### src/design/aoss_pkg.sv
// Types, constants and the skip classifier of the opcode search sequencer
package aoss_pkg;

    localparam int unsigned WORD_W  = 32;
    localparam int unsigned RATE_W  = 30;
    localparam int unsigned COUNT_W = 34;
    localparam int unsigned CLASS_W = 3;

    localparam logic FUNC_START  = 1'b0;
    localparam logic FUNC_REPORT = 1'b1;

    localparam logic [WORD_W-1:0]  START_WORD_RST = 32'h83C7777C;
    localparam logic [RATE_W-1:0]  RATE_ONE       = 30'd1;
    localparam logic [RATE_W-1:0]  RATE_BACK      = 30'd100;
    localparam logic [RATE_W-1:0]  RATE_MUL_LIMIT = 30'd100000000;
    localparam logic [RATE_W-1:0]  RATE_MAX       = 30'd1000000000;
    localparam logic [COUNT_W-1:0] COUNT_MAX      = {COUNT_W{1'b1}};

    // Opcode field masks
    localparam logic [WORD_W-1:0] MASK_ANNUL = 32'hE1C00000;
    localparam logic [WORD_W-1:0] MASK_SETHI = 32'hFFC00000;
    localparam logic [WORD_W-1:0] MASK_OP3   = 32'hC1F80000;

    localparam logic [WORD_W-1:0] ANNUL_BA  = 32'h20800000;
    localparam logic [WORD_W-1:0] ANNUL_BB  = 32'h21800000;
    localparam logic [WORD_W-1:0] ANNUL_BC  = 32'h21C00000;
    localparam logic [WORD_W-1:0] SETHI_FP  = 32'h3D000000;
    localparam logic [WORD_W-1:0] SETHI_I7  = 32'h3F000000;
    localparam logic [WORD_W-1:0] OP_TADD   = 32'h81100000;
    localparam logic [WORD_W-1:0] OP_TSUB   = 32'h81180000;
    localparam logic [WORD_W-1:0] OP_WRY    = 32'h81800000;
    localparam logic [WORD_W-1:0] OP_WRPSR  = 32'h81880000;
    localparam logic [WORD_W-1:0] OP_WRWIM  = 32'h81900000;
    localparam logic [WORD_W-1:0] OP_WRTBR  = 32'h81980000;
    localparam logic [WORD_W-1:0] OP_REST   = 32'h81E80000;
    localparam logic [WORD_W-1:0] OP_SAVE   = 32'h81E00000;
    localparam logic [WORD_W-1:0] OP_RETT   = 32'h81C80000;
    localparam logic [WORD_W-1:0] OP_JMPL   = 32'h81C00000;
    localparam logic [WORD_W-1:0] OP_UDIV   = 32'h80700000;
    localparam logic [WORD_W-1:0] OP_SDIV   = 32'h80780000;
    localparam logic [WORD_W-1:0] OP_UDIVCC = 32'h80F00000;
    localparam logic [WORD_W-1:0] OP_SDIVCC = 32'h80F80000;
    localparam logic [WORD_W-1:0] OP_TICC   = 32'h81D00000;

    typedef enum logic [CLASS_W-1:0] {
        SKIP_RUN,
        SKIP_ANNUL,
        SKIP_SETHI,
        SKIP_TAGGED,
        SKIP_WR_SPECIAL,
        SKIP_WINDOW,
        SKIP_DIV,
        SKIP_TRAP
    } t_skip_class;

    function automatic t_skip_class classify(input logic [WORD_W-1:0] w);
        logic [WORD_W-1:0] an;
        logic [WORD_W-1:0] sh;
        logic [WORD_W-1:0] f3;
        t_skip_class       cls;
        an = w & MASK_ANNUL;
        sh = w & MASK_SETHI;
        f3 = w & MASK_OP3;
        priority if (an == ANNUL_BA || an == ANNUL_BB || an == ANNUL_BC) begin
            cls = SKIP_ANNUL;
        end else if (sh == SETHI_FP || sh == SETHI_I7) begin
            cls = SKIP_SETHI;
        end else if (f3 == OP_TADD || f3 == OP_TSUB) begin
            cls = SKIP_TAGGED;
        end else if (f3 == OP_WRY || f3 == OP_WRPSR || f3 == OP_WRWIM || f3 == OP_WRTBR) begin
            cls = SKIP_WR_SPECIAL;
        end else if (f3 == OP_REST || f3 == OP_SAVE || f3 == OP_RETT || f3 == OP_JMPL) begin
            cls = SKIP_WINDOW;
        end else if (f3 == OP_UDIV || f3 == OP_SDIV || f3 == OP_UDIVCC || f3 == OP_SDIVCC) begin
            cls = SKIP_DIV;
        end else if (f3 == OP_TICC) begin
            cls = SKIP_TRAP;
        end else begin
            cls = SKIP_RUN;
        end
        return cls;
    endfunction

endpackage

### src/design/aoss_in_if.sv
// Input channel: start or report items with the observed trap code
interface aoss_in_if;
    import aoss_pkg::*;

    logic              valid;
    logic              ready;
    logic              func;
    logic [WORD_W-1:0] trap_value;

    modport source (output valid, output func, output trap_value, input ready);
    modport sink   (input valid, input func, input trap_value, output ready);
endinterface

### src/design/aoss_out_if.sv
// Output channel: candidate word, skip class and done flag
interface aoss_out_if;
    import aoss_pkg::*;

    logic               valid;
    logic               ready;
    logic [WORD_W-1:0]  candidate;
    logic [CLASS_W-1:0] skip_class;
    logic               done_res;

    modport source (output valid, output candidate, output skip_class, output done_res,
                    input ready);
    modport sink   (input valid, input candidate, input skip_class, input done_res,
                    output ready);
endinterface

### src/design/adaptive_opcode_search_sequencer_top.sv
// Adaptive opcode search sequencer: input register, search step, result register
// An input is held in the input register and its result in the result register.
// Throughput: one item per cycle unless o_out stalls; the search state update,
// rate compare and candidate add all close in the single stage between registers.
// Reset (i_rst_n low, synchronous) empties both registers, clears the search
// state (rate 1, forward) and loads the default start word.
module adaptive_opcode_search_sequencer_top (
    input  logic                     i_clk,
    input  logic                     i_rst_n,
    input  logic                     i_cfg_wr_en,
    input  logic [aoss_pkg::WORD_W-1:0] i_cfg_wr_data,
    aoss_in_if.sink                  i_in,
    aoss_out_if.source               o_out
);
    import aoss_pkg::*;

    logic [WORD_W-1:0]  r_start_word;

    // input register
    logic               r_in_vld;
    logic               r_func;
    logic [WORD_W-1:0]  r_trap;

    // search state
    logic [WORD_W-1:0]  r_current, n_current;
    logic [WORD_W-1:0]  r_last, n_last;
    logic [RATE_W-1:0]  r_rate, n_rate;
    logic               r_going_back, n_going_back;
    logic [WORD_W-1:0]  r_switch, n_switch;
    logic [WORD_W-1:0]  r_prior_trap, n_prior_trap;
    logic               r_prior_vld, n_prior_vld;
    logic [COUNT_W-1:0] r_repeat, n_repeat;
    logic               r_started, n_started;

    // result register
    logic               r_out_vld;
    logic [WORD_W-1:0]  r_cand, n_cand;
    logic [CLASS_W-1:0] r_class, n_class;
    logic               r_done, n_done;

    logic               out_free;
    logic               advance;
    logic [WORD_W-1:0]  pt;
    logic [COUNT_W-1:0] cnt_inc;
    logic [COUNT_W-1:0] rate_x10;
    logic [WORD_W:0]    step_sum;
    logic [WORD_W-1:0]  step_diff;
    logic               step_ovf;
    logic [WORD_W-1:0]  step_next;

    assign out_free   = !r_out_vld || o_out.ready;
    assign advance    = r_in_vld && out_free;
    assign i_in.ready = !r_in_vld || out_free;

    assign o_out.valid      = r_out_vld;
    assign o_out.candidate  = r_cand;
    assign o_out.skip_class = r_class;
    assign o_out.done_res   = r_done;

    assign rate_x10 = ({{(COUNT_W-RATE_W){1'b0}}, r_rate} << 3)
                    + ({{(COUNT_W-RATE_W){1'b0}}, r_rate} << 1);
    assign cnt_inc  = (r_repeat == COUNT_MAX) ? r_repeat : r_repeat + {{(COUNT_W-1){1'b0}}, 1'b1};
    assign pt       = r_prior_vld ? r_prior_trap : r_trap;

    always_comb begin
        n_current    = r_current;
        n_last       = r_last;
        n_rate       = r_rate;
        n_going_back = r_going_back;
        n_switch     = r_switch;
        n_prior_trap = r_prior_trap;
        n_prior_vld  = r_prior_vld;
        n_repeat     = r_repeat;
        n_started    = r_started;
        n_cand       = '0;
        n_class      = SKIP_RUN;
        n_done       = 1'b0;
        step_sum     = '0;
        step_diff    = '0;
        step_ovf     = 1'b0;
        step_next    = '0;
        if (r_func == FUNC_START || !r_started) begin
            // restart the search at the configured word
            n_current    = r_start_word;
            n_last       = r_start_word;
            n_rate       = RATE_ONE;
            n_going_back = 1'b0;
            n_switch     = '0;
            n_prior_trap = '0;
            n_prior_vld  = 1'b0;
            n_repeat     = '0;
            n_started    = 1'b1;
            n_cand       = r_start_word;
            n_class      = classify(r_start_word);
        end else begin
            n_prior_vld  = 1'b1;
            n_prior_trap = pt;
            if (r_trap == pt) begin
                n_repeat = cnt_inc;
                if (!r_going_back && cnt_inc >= rate_x10) begin
                    n_rate   = (r_rate > RATE_MUL_LIMIT) ? RATE_MAX : rate_x10[RATE_W-1:0];
                    n_repeat = '0;
                end
            end else begin
                n_repeat     = '0;
                n_prior_trap = r_trap;
                if (!r_going_back) begin
                    // new code going forward: remember where and turn back
                    n_switch     = r_current;
                    n_going_back = 1'b1;
                    n_rate       = RATE_BACK;
                end else begin
                    n_current    = r_switch;
                    n_going_back = 1'b0;
                    n_prior_vld  = 1'b0;
                    n_rate       = RATE_ONE;
                end
            end

            step_sum  = {1'b0, n_current} + {{(WORD_W+1-RATE_W){1'b0}}, n_rate};
            step_diff = n_current - {{(WORD_W-RATE_W){1'b0}}, n_rate};
            if (n_going_back) begin
                step_ovf  = {{(WORD_W-RATE_W){1'b0}}, n_rate} > n_current;
                step_next = step_diff;
            end else begin
                step_ovf  = step_sum[WORD_W];
                step_next = step_sum[WORD_W-1:0];
            end
            n_current = step_next;

            if (step_ovf) begin
                if (n_rate > RATE_ONE) begin
                    // fall back to the last word at rate one
                    n_current = r_last;
                    n_rate    = RATE_ONE;
                    n_repeat  = '0;
                    n_cand    = r_last;
                    n_class   = classify(r_last);
                end else begin
                    n_done = 1'b1;
                end
            end else begin
                n_last  = step_next;
                n_cand  = step_next;
                n_class = classify(step_next);
            end
        end
    end

    always_ff @(posedge i_clk) begin
        if (!i_rst_n) begin
            r_start_word <= START_WORD_RST;
        end else if (i_cfg_wr_en) begin
            r_start_word <= i_cfg_wr_data;
        end
    end

    always_ff @(posedge i_clk) begin
        if (!i_rst_n) begin
            r_in_vld <= 1'b0;
        end else if (i_in.ready) begin
            r_in_vld <= i_in.valid;
        end
    end

    always_ff @(posedge i_clk) begin
        if (i_in.valid && i_in.ready) begin
            r_func <= i_in.func;
            r_trap <= i_in.trap_value;
        end
    end

    always_ff @(posedge i_clk) begin
        if (!i_rst_n) begin
            r_current    <= '0;
            r_last       <= '0;
            r_rate       <= RATE_ONE;
            r_going_back <= 1'b0;
            r_switch     <= '0;
            r_prior_trap <= '0;
            r_prior_vld  <= 1'b0;
            r_repeat     <= '0;
            r_started    <= 1'b0;
        end else if (advance) begin
            r_current    <= n_current;
            r_last       <= n_last;
            r_rate       <= n_rate;
            r_going_back <= n_going_back;
            r_switch     <= n_switch;
            r_prior_trap <= n_prior_trap;
            r_prior_vld  <= n_prior_vld;
            r_repeat     <= n_repeat;
            r_started    <= n_started;
        end
    end

    always_ff @(posedge i_clk) begin
        if (!i_rst_n) begin
            r_out_vld <= 1'b0;
        end else if (out_free) begin
            r_out_vld <= r_in_vld;
        end
    end

    always_ff @(posedge i_clk) begin
        if (advance) begin
            r_cand  <= n_cand;
            r_class <= n_class;
            r_done  <= n_done;
        end
    end

endmodule

### src/flat_wrapper.sv
// flat-port wrapper written by rule: the top's interface ports become plain ports
module adaptive_opcode_search_sequencer_top_flat import aoss_pkg::*;
  (i_clk, i_rst_n, i_cfg_wr_en, i_cfg_wr_data, i_in_valid, i_in_func, i_in_trap_value, i_in_ready, o_out_valid, o_out_candidate, o_out_skip_class, o_out_done_res, o_out_ready);
  aoss_in_if i_in_i ();
  aoss_out_if o_out_i ();
  input  logic i_clk;
  input  logic i_rst_n;
  input  logic i_cfg_wr_en;
  input  logic [aoss_pkg::WORD_W-1:0] i_cfg_wr_data;
  input wire logic [$bits(i_in_i.valid)-1:0] i_in_valid;
  input wire logic [$bits(i_in_i.func)-1:0] i_in_func;
  input wire logic [$bits(i_in_i.trap_value)-1:0] i_in_trap_value;
  output wire logic [$bits(i_in_i.ready)-1:0] i_in_ready;
  output wire logic [$bits(o_out_i.valid)-1:0] o_out_valid;
  output wire logic [$bits(o_out_i.candidate)-1:0] o_out_candidate;
  output wire logic [$bits(o_out_i.skip_class)-1:0] o_out_skip_class;
  output wire logic [$bits(o_out_i.done_res)-1:0] o_out_done_res;
  input wire logic [$bits(o_out_i.ready)-1:0] o_out_ready;
  assign i_in_i.valid = i_in_valid;
  assign i_in_i.func = i_in_func;
  assign i_in_i.trap_value = i_in_trap_value;
  assign i_in_ready = i_in_i.ready;
  assign o_out_valid = o_out_i.valid;
  assign o_out_candidate = o_out_i.candidate;
  assign o_out_skip_class = o_out_i.skip_class;
  assign o_out_done_res = o_out_i.done_res;
  assign o_out_i.ready = o_out_ready;
  adaptive_opcode_search_sequencer_top u_core (.i_clk(i_clk), .i_rst_n(i_rst_n), .i_cfg_wr_en(i_cfg_wr_en), .i_cfg_wr_data(i_cfg_wr_data), .i_in(i_in_i), .o_out(o_out_i));
endmodule
### config.mk
export PLATFORM = sky130hd
export DESIGN_NAME = adaptive_opcode_search_sequencer_top_flat
export DESIGN_NICKNAME = d
export VERILOG_FILES = /design/src/design/aoss_pkg.sv /design/src/design/aoss_in_if.sv /design/src/design/aoss_out_if.sv /design/src/design/adaptive_opcode_search_sequencer_top.sv /design/src/flat_wrapper.sv
export SDC_FILE = /design/constraint.sdc
export NUM_CORES = 1
export LEC_CHECK = 0
export BUFFER_PORTS_ARGS = -buffer_cell sky130_fd_sc_hd__buf_4
export CORE_UTILIZATION = 46
export DETAILED_ROUTE_END_ITERATION = 16
export MAX_ROUTING_LAYER = met4
export PLACE_DENSITY = 0.71
export SLEW_MARGIN = 20
export SYNTH_ARGS = -nofsm -noshare
export SYNTH_HDL_FRONTEND = slang
export SYNTH_SLANG_ARGS = --single-unit
### constraint.sdc
create_clock -name i_clk -period 10.75 [get_ports i_clk]
set_input_delay 1.075 -clock i_clk [delete_from_list [all_inputs] [get_ports i_clk]]
set_output_delay 1.075 -clock i_clk [all_outputs]
set_load 0.005 [all_outputs]
==> results of run 1 <==
layout make-up:
cell class | count | area (sq um)
multi-input combinational | 1913 | 12100
inverter | 104 | 395
clock inverter | 11 | 92.6
sequential | 298 | 6660
timing repair buffer | 144 | 1090
clock buffer | 53 | 1000
fill | 3856 | 20000
tap | 539 | 674
repair_timing:
item,4_1_cts,5_1_grt
gates resized for setup,0,13
hold buffers,0,0
setup endpoints to repair,0,156
Yosys cell counts, types with 11 or more instances:
library cell and count:
or3_1 16, buf_2 16, clkbuf_1 118, o31ai_1 12, ha_1 122, a21o_1 28, nor4_1 13, nor3_1 44
and3_1 14, o21a_1 11, nand2_1 287, a21oi_1 210, nor2b_1 19, o211ai_1 23, nand2b_1 18, a311oi_1 18
edfxtp_1 69, nand4_1 39, dfxtp_1 229, xnor2_1 92, mux2i_1 52, a31oi_1 35, o21bai_1 16, nand3_1 59
xor2_1 20, a2111oi_0 15, a221oi_1 13, a211oi_1 29, and2_1 17, a22oi_1 110, inv_1 103, buf_1 15
o21ai_0 120, nor2_1 328
worst max-delay path: cells and delay by family (launching register included):
family / cells / cell delay, ns
AND/OR/NAND/NOR: 8 / 1.94
flip-flops: 1 / 0.46
XOR/XNOR: 1 / 0.19
adder cells (fa/ha/maj): 3 / 1.03
AO/OA/AOI/OAI: 20 / 5.47
buffers and inverters: 5 / 0.78
state kept, by name (all words and copies together), names as in the netlist, 3 cells and up:
register,flops
u_core.r_last,32
u_core.r_repeat,34
u_core.o_out.candidate,32
u_core.r_rate,30
u_core.r_start_word,32
u_core.o_out.skip_class,3
u_core.r_prior_trap,32
u_core.r_trap,32
u_core.r_current,32
u_core.r_switch,32
layer usage:
layer	up-vias	track usage	routed length, microns	share of wire
li1	9002	-	-	-
met1	9061	0.370	26600	0.44
met2	714	0.453	28400	0.47
met3	125	0.0367	3980	0.065
met4	0	0.102	2020	0.033
met5	-	-	0	0
metrics by stage:
step,power [W],hold WS [ns],instances,util,area [sq um]
2_1_floorplan,0.00147,0.433,2465,-,19600
3_3_place_gp,0.00158,0.453,2998,0.496,20800
3_5_place_dp,0.00159,0.463,2998,0.496,20800
4_1_cts,0.00275,0.478,3062,0.522,21900
5_1_grt,0.00283,0.491,3062,0.524,22000
6_report,0.00274,0.478,3062,0.524,22000
where the power goes:
part | switching, W | internal [W]
Sequential | 0.0000324 | 0.00119
Clock | 0.000491 | 0.000672
Combinational | 0.000220 | 0.000132
Total | 0.000743 | 0.00199
worst paths after layout:
| check | end | start |
|---|---|---|
| setup / recovery | u_core.o_out.skip_class[1]$_DFFE_PP_ | u_core.r_rate[12]$_SDFFE_PN0P_ |
| hold / removal | u_core.r_start_word[8]$_SDFFE_PN1P_ | u_core.r_start_word[8]$_SDFFE_PN1P_ |
| hold reg to reg | u_core.r_start_word[8]$_SDFFE_PN1P_ | u_core.r_start_word[8]$_SDFFE_PN1P_ |
| setup reg to reg | u_core.o_out.skip_class[1]$_DFFE_PP_ | u_core.r_rate[12]$_SDFFE_PN0P_ |
kinds of logic (layout without fill, tap and decap cells):
kind of cell	Yosys count	after routing	share of synthesized area
AO/OA/AOI/OAI	722	722	0.243
XOR/XNOR	112	112	0.0502
AND/OR/NAND/NOR	901	901	0.209
adder cells (fa/ha/maj)	125	125	0.0811
flip-flops	298	298	0.340
buffers and inverters	254	312	0.0498
multiplexers	53	53	0.0272
==> results.cfg, run 1 <==
[place]
pre_cts_slack_ns = 0.581
portBuffers = 107
gp_congestion = 0.984
dpl.hpwl_microns = 43800

[synth]
ys_ff_latch = 298
synthFlopType = dfxtp_1
netlist.top_cell.by_area = dfxtp_1
netlist_instances = 2465
synth_edf_count = 69
synth_warnings = 0
synthDominantCellAreaShare = 0.234
synth_seq_area_share = 0.340
synth.distinct_cells = 84
syn_avg_cell_area_sq_um = 7.93
synth_fp_nets = 2660
syn-cell-area_sq_um = 19600
synth-async-reset-ratio = 0
ys_top_cells_by_area = dfxtp_1, edfxtp_1, ha_1, nor2_1, nand2_1

[sta]
fin_crit_sh = 0.944
worst_slack_ns = 0.601
worstMarginPinSlew_ns = 0.990
hold_viol_final = 0
slew_headroom = 0.338
min_period_ns = 10.15
report.final.slew_viol_count = 0
max_freq_mhz = 98.5
setup_tns_ns = 0
fin_worst_skew_ns = 0.0275
rsz0062_at_grt = false
setup_viol = 0

[floorplanning]
die-area_sq_um = 43300
start_util = 0.466
die_y_microns = 208
die_w_microns = 208
rows = 75
core_area_sq_um = 41900
top_level_ports = 108

[finish]
layout.cells.most_common = nor2_1
area_delta_synth_final_pct = 12.3
drive_above_1_share = 0.0971
most-common-layout-cells = nor2_1, nand2_1, dfxtp_1
diodes = 0
nets = 2691

[worst_setup_path]
critPathKind = reg2reg
r2r_slack_ns = 0.60
path_max_fanout = 16
critPathMaxStageDelay_ns = 0.66
required_ns = 11.05
cp-end-kind = flip-flop
arrival_ns = 10.45
crit_slowest_cell = nor3_1
start_kind = flip-flop
rr_worst_depth = 37

[detailed_routing]
first_iter_violations = 1946
route.detailed.drc = 0
routedWlPerCell_microns = 19.9
via_per_inst = 6.17
ant_nets = 0
vias = 18900
first_pass_iters = 6
routed_wl_microns = 61000

[cts]
clk_latency_ns = 0.56
clock_sinks = 298
clk_path_buf_depth = 3
cts-root-buf = clkbuf_16
path_clk_slew_ns = 0.06
numCtsBuffers = 35
cts_max_level = 2
post_cts_buffers = 0
cts_tree = yes

[global_routing]
antenna_found_initial = 1
grt_overflow = 0
grt_pass1_wl_microns = 96800
grt_pass1_vias = 17800
grt.total_usage = 0.284
grt_max_degree = 85

[worst_hold_path]
hold_path_class = reg2reg
worstHoldPathCells = 2

[power]
irDropWorstVdd_v = 0.000146
p_leak_nw = 8.65
power_density_nw_per_um2 = 125

[run_status]
status = finished, final reports clean

[job]
drv_cap = 0
Power figures use the tool's default switching activity.
==> run 2, diff against run 1 <==
- GPL_TIMING_DRIVEN: default -> 0
- PLACE_DENSITY: 0.71 -> default
- PLACE_DENSITY_LB_ADDON: default -> 0.15
==> run 2 against run 1 <==
Net effect: first-iteration DRC count increased by 13%; fmax down 1.0%; sequential power about the same; cell count rose by 3.7%; clock power rose by 8%; worst hold slack lost 0.0040 ns; clock skew is 0.012 ns lower; critical path depth up 3; wire length rose by 23%; sequential share of layout area down 0.72 points; largest power group is now clock.
==> results.cfg, run 2 (synthesis gave the netlist of run 1 again) <==
[finish]
area_delta_synth_final_pct = 15.1
nets = 2805
most-common-layout-cells = nor2_1, nand2_1, dfxtp_1
num-fill-cells = 4039
largest-register = u_core.r_repeat
drive_above_1_share = 0.0945
layout.cells.most_common = nor2_1
final_util = 0.537
largest_reg_flops = 34

[worst_setup_path]
rr_worst_depth = 40
critPathMaxStageDelay_ns = 0.53
cp_num_buf_inv = 6
path_max_fanout = 10
cp-end-kind = flip-flop
start_kind = flip-flop
arrival_ns = 10.61
crit_slowest_cell = o31ai_1
crit_family = compound AO/OA/AOI/OAI gates
critPathKind = reg2reg
required_ns = 11.11
worst-path-stages = 40

[cts]
cts_tree = yes
clk_path_buf_depth = 3
path_clk_slew_ns = 0.06
cts_max_level = 2
hold_buffers = 0
clock_sinks = 298
numCtsBuffers = 35
clk_latency_ns = 0.56
cts-root-buf = clkbuf_16

[place]
dpl.hpwl_microns = 57800
portBuffers = 106
gp_congestion = 1.03
pre_cts_slack_ns = -0.587

[detailed_routing]
route.detailed.drc = 0
vias = 20100
first_iter_violations = 2193
via_per_inst = 6.32
first_pass_iters = 5
routedWlPerCell_microns = 23.6
routed_wl_microns = 75000
ant_nets = 0

[worst_hold_path]
worstHoldPathCells = 2
hold_path_class = reg2reg

[sta]
hold_viol_final = 0
whs_ns = 0.474
fin_crit_sh = 0.954
worstMarginPinSlew_ns = 1.15
worst_slack_ns = 0.495
max_freq_mhz = 97.5
min_period_ns = 10.25
setup_viol = 0
report.final.slew_viol_count = 0
setup_tns_ns = 0
rsz0062_at_grt = false
slew_headroom = 0.231
fin_worst_skew_ns = 0.0154

[floorplanning]
die_w_microns = 208
die-area_sq_um = 43300
core_area_sq_um = 41900
rows = 75
die_y_microns = 208
top_level_ports = 108
start_util = 0.466

[global_routing]
grt_max_degree = 34
grt_overflow = 0
grt_pass1_vias = 18900
antenna_found_initial = 1
grt_pass1_wl_microns = 113000
grt.total_usage = 0.347

[run_status]
status = finished, final reports clean

[job]
drv_cap = 0

[power]
irDropWorstVdd_v = 0.000127
p_leak_nw = 8.81
power_density_nw_per_um2 = 128
p_total_w = 0.00287
## run 2: per-layer routing
layer / wire length [microns] / up-vias / GRT usage / part of all wire
li1: - / 9221 / - / -
met1: 31600 / 9706 / 0.446 / 0.42
met2: 35000 / 992 / 0.561 / 0.47
met3: 5800 / 168 / 0.0441 / 0.077
met4: 2620 / 0 / 0.126 / 0.035
met5: 0 / - / - / 0
## run 2: final timing paths
kind	startpoint	end	slack, ns
worst max-delay path	u_core.r_rate[12]$_SDFFE_PN0P_	u_core.o_out.skip_class[1]$_DFFE_PP_	0.50
worst min register to register	u_core.r_last[11]$_SDFFE_PN0P_	u_core.r_last[11]$_SDFFE_PN0P_	0.47
worst min-delay path	u_core.r_last[11]$_SDFFE_PN0P_	u_core.r_last[11]$_SDFFE_PN0P_	0.47
worst max register to register	u_core.r_rate[12]$_SDFFE_PN0P_	u_core.o_out.skip_class[1]$_DFFE_PP_	0.50
## run 2: timing repair
item / 4_1_cts / 5_1_grt
setup buffers: 0 / 2
gates resized for setup: 10 / 38
pin swaps: 0 / 3
endpoints found under the hold margin: 0 / 0
endpoints found under the setup margin: 138 / 163
## run 2: power breakdown
group / internal, W / switching, W
registers: 0.00119 / 0.0000342
logic: 0.000138 / 0.000261
clock network: 0.000726 / 0.000523
total: 0.00205 / 0.000818
## run 2: stage by stage
stage | std cells | instance area (sq um)
6_report | 3176 | 22500
5_1_grt | 3176 | 22500
4_1_cts | 3175 | 22300
3_5_place_dp | 3112 | 21100
3_3_place_gp | 3110 | 21000
2_1_floorplan | 2465 | 19600
## run 2: area by class of cell
cell class / instances / area, sq um / share of cell area
buffer: 148 / 591 / 0.0262
timing repair buffer: 110 / 846 / 0.0376
antenna: 1 / 2.50 / 0.000111
multi-input combinational: 1913 / 12200 / 0.540
tap: 539 / 674 / 0.0300
clock inverter: 23 / 270 / 0.0120
inverter: 104 / 390 / 0.0173
clock buffer: 40 / 925 / 0.0411
sequential: 298 / 6660 / 0.296
## run 2: worst register-to-register path, delay by kind of cell (launching register included)
kind,cells,cell delay [ns]
AOI/OAI and AO/OA,21,5.12
and+or+nand+nor,8,2.12
adders and majority gates,3,1.02
buffers and inverters,6,0.95
DFF,1,0.47
xor gates and xnor gates,1,0.19
muxes,1,0.17
